$ cat src/rtl/tcpq_pkg.sv
`timescale 1ns / 1ps
package tcpq_pkg;

	localparam int QUEUE_DEPTH = 64;
	localparam int MAX_BATCH   = 64;

	localparam int PTR_W  = (QUEUE_DEPTH > 1) ? $clog2(QUEUE_DEPTH) : 1;
	localparam int FILL_W = $clog2(QUEUE_DEPTH + 1);
	localparam int LIM_W  = 7;
	localparam int LVL_W  = 7;
	localparam int ID_W   = 47;
	localparam int TIME_W = 16;
	localparam int CNT_W  = 32;
	localparam int ENTRY_W = 64;

	localparam logic [1:0] ACT_ADD   = 2'd0;
	localparam logic [1:0] ACT_SERVE = 2'd1;
	localparam logic [1:0] ACT_TICK  = 2'd2;
	localparam logic [1:0] ACT_SET   = 2'd3;

	localparam logic [1:0] ST_OK     = 2'd0;
	localparam logic [1:0] ST_BAD_ID = 2'd1;
	localparam logic [1:0] ST_FULL   = 2'd2;

	typedef logic [PTR_W-1:0]  ptr_t;
	typedef logic [FILL_W-1:0] fill_t;

	typedef struct packed {
		logic [1:0]          action;
		logic [ID_W-1:0]     entry_id;
		logic                id_valid;
		logic [TIME_W-1:0]   arrival_time;
		logic                gender;
		logic                is_urgent;
		logic [LIM_W-1:0]    serve_limit;
		logic signed [15:0]  countdown_value;
	} in_item_t;

	typedef struct packed {
		logic [ID_W-1:0]   out_id;
		logic [TIME_W-1:0] out_arrival;
		logic              out_gender;
		logic              out_urgent;
		logic              served_valid;
		logic              last_result;
		logic [1:0]        status;
		logic [LVL_W-1:0]  urgent_level;
		logic [LVL_W-1:0]  normal_level;
		logic [CNT_W-1:0]  served_total;
		logic [CNT_W-1:0]  waiting_total;
	} out_item_t;

	typedef struct packed {
		logic              gender;
		logic [TIME_W-1:0] arrival;
		logic [ID_W-1:0]   id;
	} entry_t;

	typedef struct packed {
		logic load_in;
		logic push;
		logic tick;
		logic set;
		logic pop;
		logic emit_blank;
		logic emit_entry;
	} dp_cmd_t;

	typedef struct packed {
		logic [1:0] action;
		logic       cd_zero;
		logic       limit_zero;
		logic       both_empty;
		logic       last;
		logic       out_free;
	} dp_sts_t;

	function automatic ptr_t ptr_next(ptr_t p);
		return (p == PTR_W'(QUEUE_DEPTH - 1)) ? '0 : p + 1'b1;
	endfunction

endpackage

$ cat src/rtl/tcpq_ctrl.sv
`timescale 1ns / 1ps
module tcpq_ctrl (
	input  logic              clk,
	input  logic              arst_n,
	input  logic              item_valid,
	output logic              item_ready,
	input  tcpq_pkg::dp_sts_t sts,
	output tcpq_pkg::dp_cmd_t cmd
);
	import tcpq_pkg::*;

	typedef enum logic [1:0] {S_IDLE, S_EXEC, S_POP, S_EMIT} state_t;
	state_t state_q, state_d;

	assign item_ready = (state_q == S_IDLE);

	always_comb begin
		cmd = '0;
		state_d = state_q;
		cmd.load_in = item_valid && item_ready;
		case (state_q)
			S_IDLE: begin
				if (item_valid) begin
					state_d = S_EXEC;
				end
			end
			S_EXEC: begin
				if (sts.out_free) begin
					case (sts.action)
						ACT_ADD: begin
							cmd.push = 1'b1;
							cmd.emit_blank = 1'b1;
							state_d = S_IDLE;
						end
						ACT_TICK: begin
							cmd.tick = 1'b1;
							cmd.emit_blank = 1'b1;
							state_d = S_IDLE;
						end
						ACT_SET: begin
							cmd.set = 1'b1;
							cmd.emit_blank = 1'b1;
							state_d = S_IDLE;
						end
						default: begin
							if (!sts.cd_zero || sts.limit_zero || sts.both_empty) begin
								cmd.emit_blank = 1'b1;
								state_d = S_IDLE;
							end else begin
								state_d = S_POP;
							end
						end
					endcase
				end
			end
			S_POP: begin
				cmd.pop = 1'b1;
				state_d = S_EMIT;
			end
			S_EMIT: begin
				if (sts.out_free) begin
					cmd.emit_entry = 1'b1;
					state_d = sts.last ? S_IDLE : S_POP;
				end
			end
			default: begin
				state_d = S_IDLE;
			end
		endcase
	end

	always_ff @(posedge clk or negedge arst_n) begin
		if (!arst_n) begin
			state_q <= S_IDLE;
		end else begin
			state_q <= state_d;
		end
	end
endmodule

$ cat config.mk
export PLATFORM = sky130hd
export DESIGN_NAME = tcpq_ctrl
export DESIGN_NICKNAME = d
export VERILOG_FILES = /design/src/rtl/tcpq_pkg.sv /design/src/rtl/tcpq_ctrl.sv
export SDC_FILE = /design/constraint.sdc
export NUM_CORES = 1
export LEC_CHECK = 0
export ABC_AREA = 1
export ABC_CLOCK_PERIOD_IN_PS = 1600
export BUFFER_PORTS_ARGS = -buffer_cell sky130_fd_sc_hd__buf_4
export CAP_MARGIN = 5
export CORE_AREA = 10 10 47 49
export DETAILED_ROUTE_END_ITERATION = 10
export DIE_AREA = 0 0 57 59
export PLACE_DENSITY_LB_ADDON = 0.12
export SYNTH_ARGS = -nofsm -noshare
export SYNTH_HDL_FRONTEND = slang
export SYNTH_SLANG_ARGS = --single-unit
$ cat constraint.sdc
create_clock -name clk -period 1.6 [get_ports clk]
set_input_delay 0.48 -clock clk [delete_from_list [all_inputs] [get_ports clk]]
set_output_delay 0.48 -clock clk [all_outputs]
set_load 0.01 [all_outputs]
==> summary.md <==
In the routed design, unresolved DRC markers number 0. The hold violation count in the final report came out at 0. The tools report the destination of the critical timing path as cmd[1].

The critical path in this run is classified as reg2out. After clock tree synthesis, the clock-pin slew on the worst setup and hold paths is 30 ps. Yosys mapped the design onto 10 distinct sky130hd cell types.

sky130_fd_sc_hd__dfrtp_1 takes more of the synthesized area than any other cell. The count of nets left with antenna violations once routing finished came out at 0. The first global-routing pass estimated 1.18 mm of wire. The average routed wire per standard cell was 11.7 um.

After the last flow step, the layout net total stands at 64. Setup violations remaining at the end of the flow were counted as 0. Summing over every cut layer, the via total after detailed routing is 281. The overall overflow remaining after global route was 0.

The largest registers in the layout are state_q: 2 flops. Total of warnings raised by yosys: 0. The relative slew slack is 83.7%.

Clock latency on the worst-skew pair, taken at its later pin, is 220 ps. Yosys mapped a number of flops with a built-in enable equal to 0. The cell area that synthesis handed to floorplanning was 171 um^2. The area growth from synthesis to layout is 139%. The largest register by flop count was state_q.

The total CTS buffers was 3; the die height was 59 um. Initial antenna violation count: 0. The worst register-to-register path ends at state_q[1]. In this run the worst path has a maximum fanout of 4.

The post-synthesis average cell area was 5.71 um^2. 0 antenna diodes ended up in the layout. In the final layout, the share of cells above drive strength 1 is 61.5%.

The start of the worst register-to-register path was state_q[0]. Category of the worst setup path capture point: a primary output. Measured along the x axis, the die boundary spans 57 um.

The buffer and inverter count on the worst path came out at 2. Biggest cell delay along the critical path: 420 ps. The worst hold-check path type is in2async.

Proportion of register bits with asynchronous set or reset after synthesis: 100%. The run gives 2.36% as the global-route met3 utilization. Power spread over the standard cell area amounts to 703 mW/mm^2. Overall power consumption after layout is estimated at 0.287 mW.

For met2 alone, demand over resource in global routing was 6.05%. The fraction of post-synthesis cell area in the top cell type by area was 29.2%; the number of core rows was 14. Slew at the pin closest to its max-slew limit: 243 ps.

Derived from the worst setup path, the maximum achievable clock frequency is 0.628 GHz. The buffer cell driving the clock tree root was sky130_fd_sc_hd__clkbuf_4. The flip-flop count of the largest register, all copies and words added is 2, and the time the final worst path needs with I/O delays and setup is 1590 ps.

For the count of max-cap constraint violations, the log shows 0. The data arrival time of the critical path is 1110 ps. The run gives 40 as the synthesized net count. For the maximum clock path buffer count, the log shows 2. After synthesis, flip-flops and latches occupy 29.2% of the total area. For the worst setup path, the data required time is 1120 ps.

The worst register-to-register path has a depth of 7. The final weighted congestion in routability-driven placement is 0.665, and the number of max-slew violations in the final report is 0. The initial DRC count is 15, and the ratio of final minimum period to clock period is 99.5%. The effective utilization at floorplan was 12.2%.

Ranked by total cell area, the synthesized netlist is headed by sky130_fd_sc_hd__dfrtp_1, sky130_fd_sc_hd__nand2_1, sky130_fd_sc_hd__nor2_1, sky130_fd_sc_hd__inv_1, sky130_fd_sc_hd__nand3_1. Die area: 0.00336 mm^2. Sum of negative setup slack: 0 ps. The worst setup path is launched from a flop. Dividing the detail-routed via count by the number of cells gives 4.13. After technology mapping, the gate count stands at 30. In this run the standard cell core region covers 0.00140 mm^2. Global routing used 4.42% of the available tracks. In this run the number of cells on the critical path is 4. The tree built by TritonCTS fans out to 2 sinks. Across all hold checks on the routed design, the worst slack comes to 32.5 ps. The run gives 1 as the number of levels the H-tree was split into.

TritonCTS built the clock tree. Setup slack on the worst reg-to-reg path comes out at 530 ps. The run gives 6 as the pin count of the biggest net entering global routing.

Setup repair after global routing could not meet its margin everywhere. For this run, global-route usage on met1 was measured as 4.79%. The run gives 0.211 nW as the leakage power figure. After global routing, the most crowded layer is met2. The signal on the critical path passes through inv_2 -> nand3_4 -> a31oi_4 -> buf_6. Hold repair after CTS inserted 0 buffers. The clock arrives with 0.779 ps of skew. The top-level port count is 18. The cell family with the largest share of critical-path delay is flip-flops.

Total wire length: 796 um. The cell with the largest stage delay on the worst path is sky130_fd_sc_hd__dfrtp_1. In this run the worst setup path begins at state_q[1]. Among all flip-flop cells after synthesis, the most frequent one is sky130_fd_sc_hd__dfrtp_1. The count of port buffers added during placement was 17; the largest vdd supply drop was 0.318 mV. Sorting the synthesized cells by how often they occur yields sky130_fd_sc_hd__nand2_1, sky130_fd_sc_hd__nor2_1, sky130_fd_sc_hd__inv_1. The tools report the via count of the first global-routing pass as 286.

After synthesis the netlist holds a flip-flop and latch count of 2. The detailed-routing iteration count for the pre-antenna-repair pass came out at 4. The run finished with clean final reports.
-- what timing repair did --
item                                    CTS  global route
resized for setup                         2            11
gates cloned                              0             0
endpoints found under the setup margin    5             4
pin swaps                                 1             0
buffers inserted                          2             0
-- report_power, final --
group	switching (mW)	total, mW	leakage (nW)	internal (mW)
clock	0.0290	0.112	0.0138	0.0828
combinational	0.0519	0.109	0.173	0.0572
sequential	0.0102	0.0665	0.0243	0.0563
total	0.0911	0.287	0.211	0.196
-- cells by family after synthesis --
kind of cell | after synthesis | share of synthesized area (%)
buffers and inverters | 6 | 13.1
and+or+nand+nor | 20 | 49.6
DFF | 2 | 29.2
AOI/OAI and AO/OA | 2 | 8.03
-- worst min-delay path by stage --
stage / to / slack (ps) / cells after the start
after floorplan: state_q[0] / 180 / 0
after CTS: state_q[0] / 20 / 1
after detailed placement: state_q[1] / 270 / 1
final: state_q[0] / 30 / 1
after global routing: state_q[1] / 30 / 1
after global placement: state_q[1] / 270 / 1
-- routing by layer --
metal | up-vias | wire length (um) | share of wire, %
met5 | - | 0 | 0
met4 | 0 | 0 | 0
met3 | 0 | 83 | 10
met2 | 17 | 341 | 43
met1 | 126 | 372 | 47
li1 | 138 | - | -
-- stage by stage --
| stage | setup WS (ps) | cell area [um^2] | util (%) | cells |
|---|---|---|---|---|
| 5_1_grt | -42.7 | 409 | 29.2 | 68 |
| 2_1_floorplan | 248 | 171 | - | 30 |
| 6_report | 7.33 | 409 | 29.2 | 68 |
| 3_3_place_gp | 80.9 | 319 | 22.8 | 63 |
| 4_1_cts | 16.3 | 362 | 25.8 | 68 |
| 3_5_place_dp | 70.8 | 319 | 22.8 | 63 |
-- final cells by class --
class / instances / area [um^2]
multi-input cells: 22 / 146
inverters: 6 / 22.5
flip-flops and latches: 2 / 51.3
repair buffers: 19 / 146
fillers: 162 / 992
clock buffers: 3 / 22.5
well taps: 16 / 20.0
-- layout by cell type (no fill, tap or decap), types with 2 or more instances in the layout --
cell type / instances
sky130_fd_sc_hd__buf_4: 18
sky130_fd_sc_hd__clkbuf_4: 3
sky130_fd_sc_hd__inv_1: 4
sky130_fd_sc_hd__inv_2: 2
sky130_fd_sc_hd__nand2_1: 7
sky130_fd_sc_hd__nor2_1: 5
sky130_fd_sc_hd__nor2_2: 2
sky130_fd_sc_hd__nor3_2: 2
Note: power is estimated with default switching activity, not from simulation.
